**config.mk**
```make
export PLATFORM = sky130hd
export DESIGN_NAME = sze_mul
export DESIGN_NICKNAME = d
export VERILOG_FILES = /design/src/rtl/core/assert_macros.svh /design/src/rtl/core/sze_mul.sv
export SDC_FILE = /design/constraint.sdc
export NUM_CORES = 2
export LEC_CHECK = 0
export BUFFER_PORTS_ARGS = -buffer_cell sky130_fd_sc_hd__buf_2
export CORE_UTILIZATION = 34
export DETAILED_ROUTE_END_ITERATION = 10
export GPL_TIMING_DRIVEN = 1
export PLACE_DENSITY = 0.57
export REMOVE_ABC_BUFFERS = 1
export SLEW_MARGIN = 20
export SYNTH_ARGS = -nofsm -noshare
export SYNTH_HDL_FRONTEND = slang
export SYNTH_SLANG_ARGS = --single-unit
```
**constraint.sdc**
```tcl
create_clock -name clk -period 31.3 [get_ports clk]
set_input_delay 0 -clock clk [delete_from_list [all_inputs] [get_ports clk]]
set_output_delay 0 -clock clk [all_outputs]
set_load 0.02 [all_outputs]
```
**src/rtl/core/assert_macros.svh**
```systemverilog
// Assertion macros for the RTL that checks its own logic (the top-level core includes them).
`ifndef ASSERT_MACROS_SVH
`define ASSERT_MACROS_SVH

// Clocked check, masked while reset is asserted
`define SZE_ASSERT(lbl, prop, msg) \
    lbl: assert property (@(posedge clk) disable iff (!rst_n) prop) \
        else $error(msg);

// Clocked check that also holds during reset
`define SZE_ASSERT_ALWAYS(lbl, prop, msg) \
    lbl: assert property (@(posedge clk) prop) else $error(msg);

`endif

```
**src/rtl/core/sze_mul.sv**
```systemverilog
// Iterative fixed-point multiplier: four half-width partial products, then round and clip.
module sze_mul #(
    parameter int WORD_BITS = 48,
    parameter int FRAC_BITS = 32
) (
    input  logic                 clk,
    input  logic                 rst_n,
    input  logic                 start,
    input  logic [WORD_BITS-1:0] a,
    input  logic [WORD_BITS-1:0] b,
    output logic                 done,
    output logic [WORD_BITS-1:0] y,
    output logic                 clip
);
    localparam int HB = (WORD_BITS + 1) / 2;
    localparam int PW = 4 * HB;

    logic [2*HB-1:0]      ma_reg, mb_reg;
    logic                 neg_reg;
    logic [PW-1:0]        acc_reg;
    logic [1:0]           k_reg;
    logic                 busy_reg, fin_reg, done_reg;
    logic [WORD_BITS-1:0] y_reg;
    logic                 clip_reg;

    logic [WORD_BITS-1:0] a_mag, b_mag;
    logic [HB-1:0]        pa, pb;
    logic [2*HB-1:0]      prod;
    logic [1:0]           sh;
    logic [PW-1:0]        shifted;
    logic [PW-1:0]        rsum, q, bound, mag;
    logic                 over;

    // magnitudes of the operands
    assign a_mag = a[WORD_BITS-1] ? (~a + 1'b1) : a;
    assign b_mag = b[WORD_BITS-1] ? (~b + 1'b1) : b;

    // one partial product per cycle
    always_comb
    begin
        pa   = k_reg[1] ? ma_reg[2*HB-1:HB] : ma_reg[HB-1:0];
        pb   = k_reg[0] ? mb_reg[2*HB-1:HB] : mb_reg[HB-1:0];
        prod = pa * pb;
        sh   = {1'b0, k_reg[1]} + {1'b0, k_reg[0]};
        case (sh)
            2'd0:    shifted = PW'(prod);
            2'd1:    shifted = PW'(prod) << HB;
            default: shifted = PW'(prod) << (2 * HB);
        endcase
    end

    // round to nearest on the magnitude, ties away from zero, then clip
    always_comb
    begin
        rsum  = acc_reg + (PW'(1) << (FRAC_BITS - 1));
        q     = rsum >> FRAC_BITS;
        bound = neg_reg ? (PW'(1) << (WORD_BITS - 1))
                        : ((PW'(1) << (WORD_BITS - 1)) - PW'(1));
        over  = q > bound;
        mag   = over ? bound : q;
    end

    always_ff @(posedge clk or negedge rst_n)
    begin
        if (!rst_n)
        begin
            busy_reg <= 1'b0;
            fin_reg  <= 1'b0;
            done_reg <= 1'b0;
            k_reg    <= 2'd0;
        end
        else
        begin
            // done pulses in the cycle after the rounding stage
            done_reg <= !start && !busy_reg && fin_reg;
            if (start)
            begin
                busy_reg <= 1'b1;
                k_reg    <= 2'd0;
            end
            else if (busy_reg)
            begin
                k_reg <= k_reg + 2'd1;
                if (k_reg == 2'd3)
                begin
                    busy_reg <= 1'b0;
                    fin_reg  <= 1'b1;
                end
            end
            else if (fin_reg)
            begin
                fin_reg <= 1'b0;
            end
        end
    end

    // operand and accumulator datapath
    always_ff @(posedge clk)
    begin
        if (start)
        begin
            ma_reg  <= (2*HB)'(a_mag);
            mb_reg  <= (2*HB)'(b_mag);
            neg_reg <= a[WORD_BITS-1] ^ b[WORD_BITS-1];
            acc_reg <= '0;
        end
        else if (busy_reg)
        begin
            acc_reg <= acc_reg + shifted;
        end
        if (fin_reg)
        begin
            y_reg    <= neg_reg ? (~mag[WORD_BITS-1:0] + 1'b1) : mag[WORD_BITS-1:0];
            clip_reg <= over;
        end
    end

    assign done = done_reg;
    assign y    = y_reg;
    assign clip = clip_reg;

endmodule

```
-- Yosys cells after proc, flatten, opt, wreduce, memory -nomap -nowiden
Cells that the tools add are included.
- add/subtract/negate cells: 7
- multiply operators: 1
- divide/modulo/power cells: 0
- $lt $le $gt $ge: 1
- equal/unequal tests: 3
- shifts and indexed selects: 0
- multiplexer cells: 15
- bitwise operators: 5
- reduce and logical (&&, ||, !) cells: 7
- operators with widths (cell ; number):
    96-bit one-hot mux with 2 select lines ; 1
    48-bit by 1-bit adder with 48-bit output, second input constant ; 3
    48-bit 2-to-1 mux ; 3
    48-bit NOT ; 3
    96-bit by 32-bit adder with 96-bit output, second input constant ; 1
    96-bit adder ; 1
    47-bit 2-to-1 mux ; 2
    64-bit by 48-bit greater-than comparator with 1-bit output ; 1
    24-bit by 24-bit multiplier with 48-bit output ; 1
    24-bit 2-to-1 mux ; 2
    1-bit 2-to-1 mux ; 5
    2-bit 2-to-1 mux ; 2
    1-bit by 1-bit adder with 2-bit output ; 1
    2-bit by 1-bit adder with 2-bit output, second input constant ; 1
    2-bit by 1-bit equality test with 1-bit output, second input constant ; 1
    2-bit equality test, second input constant ; 1
    1-bit logical AND ; 2
    1-bit logical NOT ; 2
    2-bit logical NOT ; 1
    2-bit by 1-bit inequality test with 1-bit output, second input constant ; 1
    2-bit AND reduction ; 1
    2-bit nonzero test ; 1
    1-bit NOT ; 1
    1-bit XOR ; 1
- flip-flop bits (word level): 247
- bits in latches: 0
- memory bits (writable): 0
- bits in read-only memories: 0
- bits of input ports: 99
- word-level logic and storage cells: 51
- memories kept: 0

-- Logic depth before layout (Yosys ltp)
- depth in word-level cells: 6
- depth in mapped cells: 46
- gate-level depth less buffers: 42

-- Least setup slack after synthesis
No wires, ideal clock.
- kind: reg2reg
- from: register k_reg[0]
- to: register acc_reg[90]
- setup time: 0.062 ns
- arrival: 10.980 ns
- path slack: 20.257 ns
- cell stages (with the launch flop): 45
- path buffers: 5
- path through: dfrtp_1 > clkbuf_1 > clkbuf_1 > clkbuf_1 > mux2i_1 > clkbuf_1 > nor2_1 > fa_1 > fa_1 > inv_1 > fa_1 > inv_1 > fa_1 > inv_1 > fa_1 > inv_1 > fa_1 > inv_1 > [... 9 more ...] > a21oi_1 > o31a_1 > xor2_1 > o22ai_1 > ha_1 > clkbuf_1 > nand4_1 > nor2_1 > nand3_1 > a2111oi_0 > nor3_1 > o211a_1 > and2_1 > o21ai_0 > a41o_1 > a311oi_1 > or4_1 > nand3_1
- cells in the longest elaborated chain, start to end: 4
- elaborated cells on any way between the ends: 7
- classes of those cells: 2 x add/sub; 1 x mul; 1 x eq/ne; 2 x mux; 1 x reduce/logical
- RTL lines (element ; line ; RTL):
    start, declared ; sze_mul.sv:21 ; logic [1:0] k_reg;
    start signal, assigned ; sze_mul.sv:83 ; k_reg <= k_reg + 2'd1;
    24-bit 2-to-1 mux / 1-bit by 1-bit adder with 2-bit output (equally long branches) ; sze_mul.sv:42, sze_mul.sv:44 ;
    24-bit by 24-bit multiplier with 48-bit output (tied with other cells) ; sze_mul.sv:43 ; prod = pa * pb;
    96-bit one-hot mux with 2 select lines (*) ; sze_mul.sv:45 ; case (sh)
    96-bit adder (*) ; sze_mul.sv:109 ; acc_reg <= acc_reg + shifted;
    end signal, assigned ; sze_mul.sv:109 ;
    end, declared ; sze_mul.sv:20 ; logic [PW-1:0] acc_reg;
Mark *: on every way between the ends. The rest lies on a longest branch, timed or not.
A chain may end at the register's enable or synchronous reset.

-- Worst setup path after layout
- from: register k_reg[1]
- to: register acc_reg[93]
- cells in the longest elaborated chain, start to end: 4
- elaborated cells on any way between the ends: 7
- classes of those cells: 2 x add/sub; 1 x mul; 1 x eq/ne; 2 x mux; 1 x reduce/logical
- RTL lines (element ; line):
    24-bit 2-to-1 mux / 1-bit by 1-bit adder with 2-bit output (equally long branches) ; sze_mul.sv:41, sze_mul.sv:44
    24-bit by 24-bit multiplier with 48-bit output (tied with other cells) ; sze_mul.sv:43
    96-bit one-hot mux with 2 select lines (*) ; sze_mul.sv:45
    96-bit adder (*) ; sze_mul.sv:109
Marked as above.

==> flow_summary.json <==
{
  "status": "finished clean",
  "io_pins": 149,
  "final_common_cell": "inv_1",
  "cap_violations": 0,
  "tns_ns": 0,
  "final_cell_mix": "639 x inv_1, 530 x nand2_1, 485 x nor2_1",
  "wire_per_inst_um": 20.9,
  "skew_ns": 0.0379,
  "worstHoldPathType": "primary input to register",
  "synthAdderAreaFrac": 0.346,
  "synthArstFlopShare": 0.0202,
  "dp_cells": 6155,
  "core_um2": 115000,
  "syn_to_final_growth_pct": 12.5,
  "crit_top_cell": "fa_1",
  "htree_levels": 2,
  "synth_edf_count": 146,
  "synth_simple_gate_area_frac": 0.171,
  "numCtsBuffers": 34,
  "synth_top_area_share": 0.244,
  "syn-instance-count": 4656,
  "endpoint_kind": "register",
  "critical_path_class": "register to register",
  "drive_gt1_frac": 0.0765,
  "largest_reg_flops": 96,
  "track_usage": 0.226,
  "grt-ovfl-total": 0,
  "synth_compound_area_frac": 0.138,
  "final_nets": 5734,
  "post-route-period-util": 0.419,
  "fmax_mhz": 76.3,
  "slowest_stage": "mux2i_1",
  "synthMuxAreaShare": 0.0401,
  "hold_violations": 0,
  "cp.required_ns": 31.79,
  "antenna_left": 0,
  "cts_root_buffer": "clkbuf_16",
  "synth_cell_type_count": 93,
  "antenna_found_initial": 2,
  "synth-xor-area-share": 0.0612,
  "cts.sinks": 247,
  "setup_viol": 0,
  "ys.flop_type": "edfxtp_1",
  "dieArea_um2": 118000,
  "cts_tree": "built",
  "drt-initial-drc-count": 2449,
  "setup.worst_path.start_class": "register",
  "whs_path_depth": 2,
  "cpPeakStageDelay_ns": 0.95,
  "worst_pin_slew_ns": 1.25,
  "r2r_cells": 38,
  "finalNonFillerCells": 6366,
  "dpl.hpwl_um": 105000,
  "gp_congestion": 0.955,
  "die_h_um": 343,
  "drt-pass1-iter-count": 8,
  "syn_area_per_cell_um2": 8.51,
  "synth_warnings": 0,
  "fin_crit_ns": 13.11,
  "cp_max_fo": 51,
  "rows": 124,
  "yosysSeqAreaShare": 0.162,
  "vias": 34080,
  "clkLatencyLatePin_ns": 0.61,
  "grt_max_degree": 90,
  "yosys.area.top_type": "fa_1",
  "cts.clk_slew.worst_paths_ns": 0.07,
  "start_util": 0.345,
  "synth_top_family_by_area": "adder cells",
  "maxSlewHeadroom": 0.163,
  "io_buffers": 148,
  "finalWirelength_um": 133000,
  "drc": 0,
  "synth.area.top_cells": "fa_1 24%, edfxtp_1 11%, ha_1 10%",
  "die_x_um": 343,
  "ys_ff_latch": 247,
  "fill_cells": 11606,
  "vias_per_cell": 5.35,
  "grt_pass1_wl_um": 204000,
  "rsz0062_at_grt": "no",
  "cp.arrival_ns": 13.60,
  "grt_pass1_vias": 33809,
  "synth_area_um2": 39600,
  "finalMaxSlewViolations": 0,
  "cts_max_path_buffers": 3
}
## critical path, delay by kind of cell, from the launching register on
kind,cells,cell delay [ns]
adder cells (fa/ha/maj),9,4.37
XOR/XNOR,1,0.28
AND/OR/NAND/NOR,9,1.92
flip-flops,1,0.34
AO/OA/AOI/OAI,12,4.06
multiplexers,2,1.15
buffers and inverters,5,0.77
## routing by layer
layer | GRT usage | vias up | part of all wire
met5 | 0 | - | 0.00021
met3 | 0.0379 | 256 | 0.069
met4 | 0.0956 | 4 | 0.046
met1 | 0.300 | 16676 | 0.43
li1 | - | 15928 | -
met2 | 0.361 | 1216 | 0.46
## path summary, 6_finish.rpt
| path | start | endpoint | slack [ns] |
|---|---|---|---|
| setup / recovery | k_reg[1] | acc_reg[93] | 18.19 |
| hold / removal | a[47] | ma_reg[1] | 0.17 |
| setup reg to reg | k_reg[1] | acc_reg[93] | 18.19 |
| hold reg to reg | acc_reg[14] | acc_reg[14] | 0.49 |
| max in group asynchronous | rst_n | busy_reg | 29.95 |
| min in group asynchronous | rst_n | fin_reg | 0.68 |
## cells in the mapped netlist (24+ instances only)
cell type  count
inv_1        639
nand2_1      530
nor2_1       486
fa_1         483
ha_1         323
a21oi_1      217
xnor2_1      205
clkbuf_1     200
o21ai_0      186
edfxtp_1     146
a21o_1       108
mux2i_1      107
dfxtp_1       96
xor2_1        72
nand3_1       63
nand4_1       62
nor3_1        58
and2_1        52
o31ai_1       48
mux2_2        45
o21bai_1      36
and3_1        33
a31oi_1       26
or3_1         24
## per-stage QoR
step                      setup WS, ns  cell area, um2  hold slack (ns)  utilization
after floorplan                  19.62           38800           -0.296            -
after global placement           18.40           41900         -0.00491        0.365
after detailed placement         18.42           41900         -0.00555        0.365
after CTS                        18.39           44600            0.130        0.388
after global routing             17.54           44600            0.205        0.388
final                            18.19           44600            0.173        0.388
## what timing repair did
action	CTS	global route
endpoints found under the hold margin	151	0
gates resized for setup	0	0
hold buffers	150	0
buffers inserted	0	0
## cell type report
class	instances	area [um2]	area share
diodes	2	5.00	0.000112
clock buffers	44	976	0.0219
clock inverters	15	204	0.00457
inverters	643	2410	0.0541
multi-input cells	3554	30000	0.673
flip-flops and latches	247	6440	0.144
well taps	1512	1890	0.0424
repair buffers	349	2640	0.0593
## logic make-up (layout without fill, tap and decap cells)
| kind of cell | count (synthesis) | in the layout |
|---|---|---|
| mux | 153 | 153 |
| xor+xnor | 277 | 277 |
| other cells | 0 | 2 |
| buf+inv | 855 | 1051 |
| compound gates | 846 | 846 |
| fa+ha+maj | 806 | 806 |
| simple gates | 1472 | 1472 |
| flops | 247 | 247 |
Power is not shown: default switching activity piles up to over one toggle a cycle in this logic, so the estimate is an artifact.
