## src/rtl/core/assert_macros.svh

```systemverilog
// Assertion macros for the RTL that checks its own logic (the top-level core includes them).
`ifndef ASSERT_MACROS_SVH
`define ASSERT_MACROS_SVH

// Clocked check, masked while reset is asserted
`define SZE_ASSERT(lbl, prop, msg) \
    lbl: assert property (@(posedge clk) disable iff (!rst_n) prop) \
        else $error(msg);

// Clocked check that also holds during reset
`define SZE_ASSERT_ALWAYS(lbl, prop, msg) \
    lbl: assert property (@(posedge clk) prop) else $error(msg);

`endif

```

## src/rtl/core/sze_addsub.sv

```systemverilog
// Saturating add/subtract on signed words with a clip flag.
module sze_addsub #(
    parameter int WORD_BITS = 48
) (
    input  logic [WORD_BITS-1:0] a,
    input  logic [WORD_BITS-1:0] b,
    input  logic                 sub,
    output logic [WORD_BITS-1:0] y,
    output logic                 clip
);
    logic [WORD_BITS:0] ea, eb, s;

    // one extra bit catches overflow; clip toward the true sign
    always_comb
    begin
        ea   = {a[WORD_BITS-1], a};
        eb   = {b[WORD_BITS-1], b};
        s    = sub ? (ea - eb) : (ea + eb);
        clip = s[WORD_BITS] != s[WORD_BITS-1];
        if (!clip)
            y = s[WORD_BITS-1:0];
        else if (s[WORD_BITS])
            y = {1'b1, {(WORD_BITS-1){1'b0}}};
        else
            y = {1'b0, {(WORD_BITS-1){1'b1}}};
    end

endmodule

```

## config.mk

```make
export PLATFORM = sky130hd
export DESIGN_NAME = sze_addsub
export DESIGN_NICKNAME = d
export VERILOG_FILES = /design/src/rtl/core/assert_macros.svh /design/src/rtl/core/sze_addsub.sv
export SDC_FILE = /design/constraint.sdc
export NUM_CORES = 1
export LEC_CHECK = 0
export ABC_AREA = 1
export BUFFER_PORTS_ARGS = -buffer_cell sky130_fd_sc_hd__buf_2
export CORE_MARGIN = 3
export CORE_UTILIZATION = 45
export DETAILED_ROUTE_END_ITERATION = 6
export PLACE_DENSITY = 0.7
export SLEW_MARGIN = 20
export SYNTH_ARGS = -nofsm -noshare
export SYNTH_HDL_FRONTEND = slang
export SYNTH_SLANG_ARGS = --single-unit
```

## constraint.sdc

```tcl
create_clock -name vclk -period 9.83
set_clock_uncertainty 0.05 [all_clocks]
set_input_delay 0.983 -clock vclk [all_inputs]
set_output_delay 0.983 -clock vclk [all_outputs]
set_load 0.005 [all_outputs]
```

# Yosys cells after proc, flatten, opt, wreduce, memory -nomap -nowiden
# Cells that the tools add are included.
[op_classes]
addsub = 2
n_mul = 0
magnitude_cmp = 0
shift = 0
reduce_logical = 0
n_eq_ne = 1
mux = 3
bitwise = 0
div_mod_pow = 0
[ops]
columns = ["operator", "count"]
rows = [
  ["$mux 48", 2],
  ["$add 48x48->49", 1],
  ["$mux 49", 1],
  ["$sub 48x48->49", 1],
  ["$ne 1x1->1", 1],
]
[word_totals]
latchBits = 0
reg_bits = 0
ram_bits = 0
romBits = 0
n_memories = 0
input_bits = 97

# Logic depth before layout (Yosys ltp)
# Gate-level depths: netlist of run 1.
[depth]
ltp_word = 4
mapped_depth = 28
ltp_nobuf = 26

# Least setup slack after synthesis of run 1
# OpenSTA, ideal clock, no wires.
[synth_path]
path_kind = "input to output"
start = "in b[2]"
end = "out clip"
setup_slack_ns = 4.903
path_stages = 26
arrival_ns = 3.894
n_path_buf = 2
cell_sequence = "nor3_1 > nand3_1 > nor3_2 > nand2_1 > nor2_1 > nand3_1 > nand2_1 > nand2_1 > inv_1 > nand3_1 > nand2_1 > inv_1 > ha_1 > a21oi_1 > inv_1 > a21oi_1 > nand2_1 > a21oi_1 > nand2_1 > nor2_1 > nand2_2 > nand2_4 > nand2_4 > buf_6 > buf_8 > nand2_1"
[synth_between]
elab_chain_len = 3
[synth_rtl]
columns = ["item", "line_no", "text"]
rows = [
  ["start, declared", "sze_addsub.sv:6", "input logic [WORD_BITS-1:0] b,"],
  ["$add 48x48->49 / $sub 48x48->49 (equally long branches)", "sze_addsub.sv:18", "s = sub ? (ea - eb) : (ea + eb);"],
  ["$mux 49 (*)", "sze_addsub.sv:18", ""],
  ["$ne 1x1->1 (*)", "sze_addsub.sv:19", "clip = s[WORD_BITS] != s[WORD_BITS-1];"],
  ["end, declared", "sze_addsub.sv:9", "output logic clip"],
]
# Every way passes the cells marked *; elsewhere a longest branch is shown, timed or not.

# Worst setup path in the final report of run 1
[layout_path]
start = "in b[2]"
end = "out y[22]"
[layout_between]
elab_chain_len = 4
[layout_rtl]
columns = ["item", "line_no", "text"]
rows = [
  ["$add 48x48->49 / $sub 48x48->49 (equally long branches)", "sze_addsub.sv:18", ""],
  ["$mux 49 (*)", "sze_addsub.sv:18", ""],
  ["$mux 48 / $ne 1x1->1 (equally long branches)", "sze_addsub.sv:22, sze_addsub.sv:19", ""],
  ["$mux 48 (*)", "sze_addsub.sv:20", "if (!clip)"],
  ["end, declared", "sze_addsub.sv:8", "output logic [WORD_BITS-1:0] y,"],
]
# Marks and branches as above.

==> results of run 1 <==
==> final cells by class <==
class | count | area, um2 | share of cell area (%)
Inverter | 196 | 735.7 | 11.33
Multi-Input combinational cell | 919 | 4815 | 74.17
Tap cell | 168 | 210.2 | 3.238
Timing Repair Buffer | 146 | 730.7 | 11.26
==> report_power, final <==
part | internal [mW] | switching (mW) | leakage [nW]
Clock | 0 | 0 | 0
Sequential | 0 | 0 | 0
Combinational | 0.231 | 0.380 | 3.90
Total | 0.231 | 0.380 | 3.90
==> logic make-up after synthesis <==
kind of cell,synth area share (%)
AO/OA/AOI/OAI,13.48
XOR/XNOR,11.64
adder cells (fa/ha/maj),11.22
buffers and inverters,14.68
AND/OR/NAND/NOR,48.98
==> through the flow <==
| stage | hold WS, ns | power (mW) | worst slack (ns) |
|---|---|---|---|
| final | 2.345 | 0.6110 | 3.542 |
| after global placement | 2.335 | 0.6020 | 3.667 |
| after global routing | 2.384 | 0.6902 | 3.011 |
| after floorplan | 2.098 | 0.4053 | 4.903 |
| after detailed placement | 2.347 | 0.6038 | 3.610 |
| after CTS | 2.347 | 0.6058 | 3.611 |
==> synthesized netlist by cell type (2+ instances only) <==
| cell type | count | area (um2) |
|---|---|---|
| nand2_1 | 384 | 1441 |
| inv_1 | 194 | 728.2 |
| nor2_1 | 141 | 529.3 |
| a21oi_1 | 66 | 330.3 |
| nand3_1 | 53 | 265.3 |
| xor2_1 | 52 | 455.4 |
| ha_1 | 49 | 613.1 |
| o21ai_0 | 39 | 195.2 |
| nand4_1 | 25 | 156.4 |
| xnor2_1 | 23 | 201.4 |
| nand2_2 | 21 | 131.4 |
| o21bai_1 | 20 | 150.1 |
| nor3_1 | 10 | 50.05 |
| nor2_2 | 6 | 37.54 |
| nor4_1 | 5 | 31.28 |
| buf_2 | 4 | 20.02 |
| buf_6 | 3 | 33.78 |
| clkbuf_1 | 3 | 11.26 |
| nor3_2 | 3 | 30.03 |
| a21boi_0 | 2 | 15.01 |
| a21oi_2 | 2 | 17.52 |
| a31oi_1 | 2 | 12.51 |
| buf_1 | 2 | 7.510 |
| inv_2 | 2 | 7.510 |
| nand2_4 | 2 | 22.52 |
| nand3_2 | 2 | 20.02 |
| nor2_4 | 2 | 22.52 |
==> worst max-delay path by stage <==
stage	start	endpoint	slack (ns)	cells after the start
after floorplan	b[2]	clip	4.90	26
after global placement	b[2]	y[29]	3.67	25
after detailed placement	b[2]	y[29]	3.61	25
after CTS	b[2]	y[29]	3.61	25
after global routing	b[2]	y[29]	3.01	25
final	b[2]	y[22]	3.54	25
==> routing by layer <==
metal | part of all wire (%) | global-route usage (%)
met5 | 0 | 0
met4 | 1.8 | 4.689
met3 | 7.0 | 1.682
met2 | 42 | 42.83
met1 | 49 | 40.54
==> tightest hold or removal path, stage by stage <==
cell,delay [ns]
buf_2,0.10
ha_1,0.12
o21ai_0,0.08
buf_2,0.13
==> key figures, run 1 <==
Drt
  • Vias: 7255
  • DRC errors left: 0
  • Via density: 5.077
  • ANT nets after route: 0
  • DR pass1 iterations: 5
  • Initial drt markers: 481
  • DRT Wirelength: 19590 um
  • Routed length per instance: 13.71 um

Setup path
  • Critical-path top delay cell: nand3_2
  • CP required: 8.80 ns
  • Crit. End Element: output pin
  • CP max FO: 32
  • Worst path max stage delay: 0.51 ns
  • Cell repeated most along the worst path: nand2_1
  • Crit path DAT: 5.25 ns
  • CP bufs+invs: 5
  • Top delay family on crit path: simple AND/OR/NAND/NOR gates
  • Crit path kind: primary input to output pin
  • Setup crit start kind: primary input

Final layout
  • Ant diodes: 0
  • Commonest non-fill, non-tap cells in the layout: nand2_1, inv_1, buf_2, nor2_1, a21oi_1
  • Final Core Density: 53.60%
  • Post-Layout Cell Count: 1429
  • Commonest non-fill, non-tap cell in the layout: nand2_1
  • # fillers: 1426
  • Clock buffers: 0
  • Reg area: 0 um2
  • Share of cells above drive strength 1: 14.91%
  • Nets: 1410
  • Area growth syn-to-layout: 15.03%
  • Seq cells: 0
  • Finished Cell Area: 6491 um2

STA
  • Worst slew pin tran: 0.9350 ns
  • Tmin final: 6.288 ns
  • Setup TNS: 0 ns
  • Final Hold Vio Count: 0
  • Worst relative slew slack: 37.60%
  • Final setup viols: 0
  • Fmax: 0.1590 GHz
  • RSZ-0062 raised after global routing: false
  • Tcrit/Tclk final: 63.96%
  • Slew Viols, Final: 0

Logic synthesis
  • Syn_area_per_cell: 4.998 um2
  • Syn. warnings: 0
  • Mapped Area: 5643 um2
  • Synthesized netlist cell count: 1129
  • Syn_nets: 1276
  • Post-synthesis sequential area ratio: 0%
  • Distinct cell type count after synthesis: 39

Clocking
  • Post-cts sizing count: 0
  • Hold-fix buffers, CTS: 0
  • Setup Fix Bufs, Post-CTS: 0

Floorplanning
  • IO Count: 146
  • Site row count: 40
  • Initial core utilization: 46.59%
  • Die area: 13920 um2
  • Core ar.: 12110 um2
  • Die height: 118.0 um
  • Die Span X: 118.0 um

Worst hold path
  • Worst hold path class: primary input to output pin
  • Hold_sp: b[0]
  • Hold Path Depth: 4
  • Endpoint, Worst Hold: y[0]

Placed design
  • Instance area at placement: 6491 um2
  • Routability cong.: 1.006
  • Port Buf Inserts: 146
  • Final HPWL from detailed placement: 17570 um
  • Dpl cells: 1429

Global routing
  • GRT Overall Usage: 27.04%
  • Total gr overflow: 0
  • Vias in the first global route: 6656
  • First-pass GRT wire length: 31770 um
  • Largest net degree at the start of global routing: 49
  • Initial antenna violation count: 0

Flow run
  • Max cap viols: 0

Run status
  • Status: complete, no violations

Power
  • Power per cell area: 94.12 nW/um2
  • Worst VDD drop: 36.85 uV
  • Lkg Pwr: 3.900 nW
(Power assumes the default switching activity.)
==> inputs of run 2 (changes only) <==
Clock period 9.83 ns to 6.3 ns, I/O delays scaled along.
==> run 2 against run 1 <==
  * Final area up 0.12%
  * Flip-flop and latch count unchanged
  * Utilization up 0.062 points
  * Critical path depth unchanged
  * Cell count about the same
  * Via count down 0.18%
  * Setup slack worse by 2.8 ns
  * Sequential share of layout area unchanged
  * Non-clock buffer count up 1
  * Total power up 56%
  * Die area unchanged
  * Global-route usage down 0.29 points
==> key figures, run 2 (synthesized netlist as in run 1, its figures left out) <==
Power
  • Pwr Total: 950.7 uW (was 611.0 uW)
  • Lkg Pwr: 3.905 nW (was 3.900 nW)
  • Power per cell area: 146.3 nW/um2 (was 94.12 nW/um2)
  • Worst VDD drop: 57.97 uV (was 36.85 uV)

Floorplanning
  • Die Span X: 118.0 um (unchanged)
  • Die height: 118.0 um (unchanged)
  • Site row count: 40 (unchanged)
  • Core ar.: 12110 um2 (unchanged)
  • Die area: 13920 um2 (unchanged)
  • Initial core utilization: 46.59% (unchanged)
  • IO Count: 146 (unchanged)

Clocking
  • Post-cts sizing count: 0 (unchanged)
  • Setup Fix Bufs, Post-CTS: 0 (unchanged)
  • Hold-fix buffers, CTS: 0 (unchanged)

STA
  • Setup TNS: 0 ns (unchanged)
  • Worst slew pin tran: 0.6721 ns (was 0.9350 ns)
  • Fin worst setup slack: 0.7418 ns (was 3.542 ns)
  • Fmax: 0.1799 GHz
  • RSZ-0062 raised after global routing: false (unchanged)
  • Tmin final: 5.558 ns
  • Worst hold margin: 1.635 ns (was 2.345 ns)
  • Worst relative slew slack: 55.15% (was 37.60%)
  • Final Hold Vio Count: 0 (unchanged)
  • Final setup viols: 0 (unchanged)
  • Tcrit/Tclk final: 88.23%
  • Slew Viols, Final: 0 (unchanged)

Placed design
  • Dpl cells: 1430 (was 1429)
  • Setup Slack @ Placement: 0.7778 ns (was 3.610 ns)
  • Final HPWL from detailed placement: 17480 um (was 17570 um)
  • Instance area at placement: 6499 um2 (was 6491 um2)
  • Routability cong.: 1.032 (was 1.006)
  • Port Buf Inserts: 146 (unchanged)

Drt
  • DRT Wirelength: 19420 um (was 19590 um)
  • Routed length per instance: 13.58 um (was 13.71 um)
  • Initial drt markers: 523 (was 481)
  • Via density: 5.064 (was 5.077)
  • DRC errors left: 0 (unchanged)
  • Vias: 7242 (was 7255)
  • DR pass1 iterations: 5 (unchanged)
  • ANT nets after route: 0 (unchanged)

Setup path
  • Setup crit start kind: primary input (unchanged)
  • Worst path max stage delay: 0.50 ns (was 0.51 ns)
  • CP bufs+invs: 5 (unchanged)
  • Critical-path top delay cell: nand3_2 (unchanged)
  • Crit path DAT: 4.88 ns (was 5.25 ns)
  • Cell repeated most along the worst path: nand2_1 (unchanged)
  • Top delay family on crit path: simple AND/OR/NAND/NOR gates (unchanged)
  • CP required: 5.62 ns (was 8.80 ns)
  • Crit path kind: primary input to output pin (unchanged)
  • Crit. End Element: output pin (unchanged)
  • CP max FO: 32 (unchanged)

Final layout
  • Seq cells: 0 (unchanged)
  • Commonest non-fill, non-tap cell in the layout: nand2_1 (unchanged)
  • Reg area: 0 um2 (unchanged)
  • Area growth syn-to-layout: 15.17% (was 15.03%)
  • Ant diodes: 0 (unchanged)
  • Clock buffers: 0 (unchanged)
  • Final Core Density: 53.66% (was 53.60%)
  • Commonest non-fill, non-tap cells in the layout: nand2_1, inv_1, buf_2, nor2_1, a21oi_1 (unchanged)
  • Finished Cell Area: 6499 um2 (was 6491 um2)
  • Post-Layout Cell Count: 1430 (was 1429)
  • Nets: 1411 (was 1410)
  • Share of cells above drive strength 1: 14.98% (was 14.91%)

Global routing
  • First-pass GRT wire length: 31220 um (was 31770 um)
  • Largest net degree at the start of global routing: 49 (unchanged)
  • Vias in the first global route: 6585 (was 6656)
  • Initial antenna violation count: 0 (unchanged)
  • GRT Overall Usage: 26.75% (was 27.04%)
  • Total gr overflow: 0 (unchanged)

Flow run
  • Max cap viols: 0 (unchanged)

Worst hold path
  • Worst hold path class: primary input to output pin (unchanged)

Run status
  • Status: complete, no violations (unchanged)
-- run 2: path summary, 6_finish.rpt --
kind | start | end | slack (ns) | cells after the start
min | b[0] | y[0] | 1.64 | 4
max | b[2] | y[27] | 0.74 | 25
-- run 2: cell type report --
cell class | instances | area (um2)
fillers | 1427 | 5613
multi-input cells | 919 | 4815
repair buffers | 147 | 738.2
inverters | 196 | 735.7
well taps | 168 | 210.2
-- run 2: routing by layer --
| metal | up-vias | part of all wire (%) | global-route usage, % |
|---|---|---|---|
| met5 | - | 0 | 0 |
| met4 | 0 | 1.5 | 3.736 |
| met3 | 21 | 7.5 | 1.249 |
| met2 | 267 | 42 | 43.01 |
| met1 | 3169 | 49 | 40.20 |
| li1 | 3785 | - | - |
-- run 2: power breakdown --
group          total [mW]  internal (mW)  switching (mW)
sequential              0              0               0
combinational       0.951          0.361           0.590
clock                   0              0               0
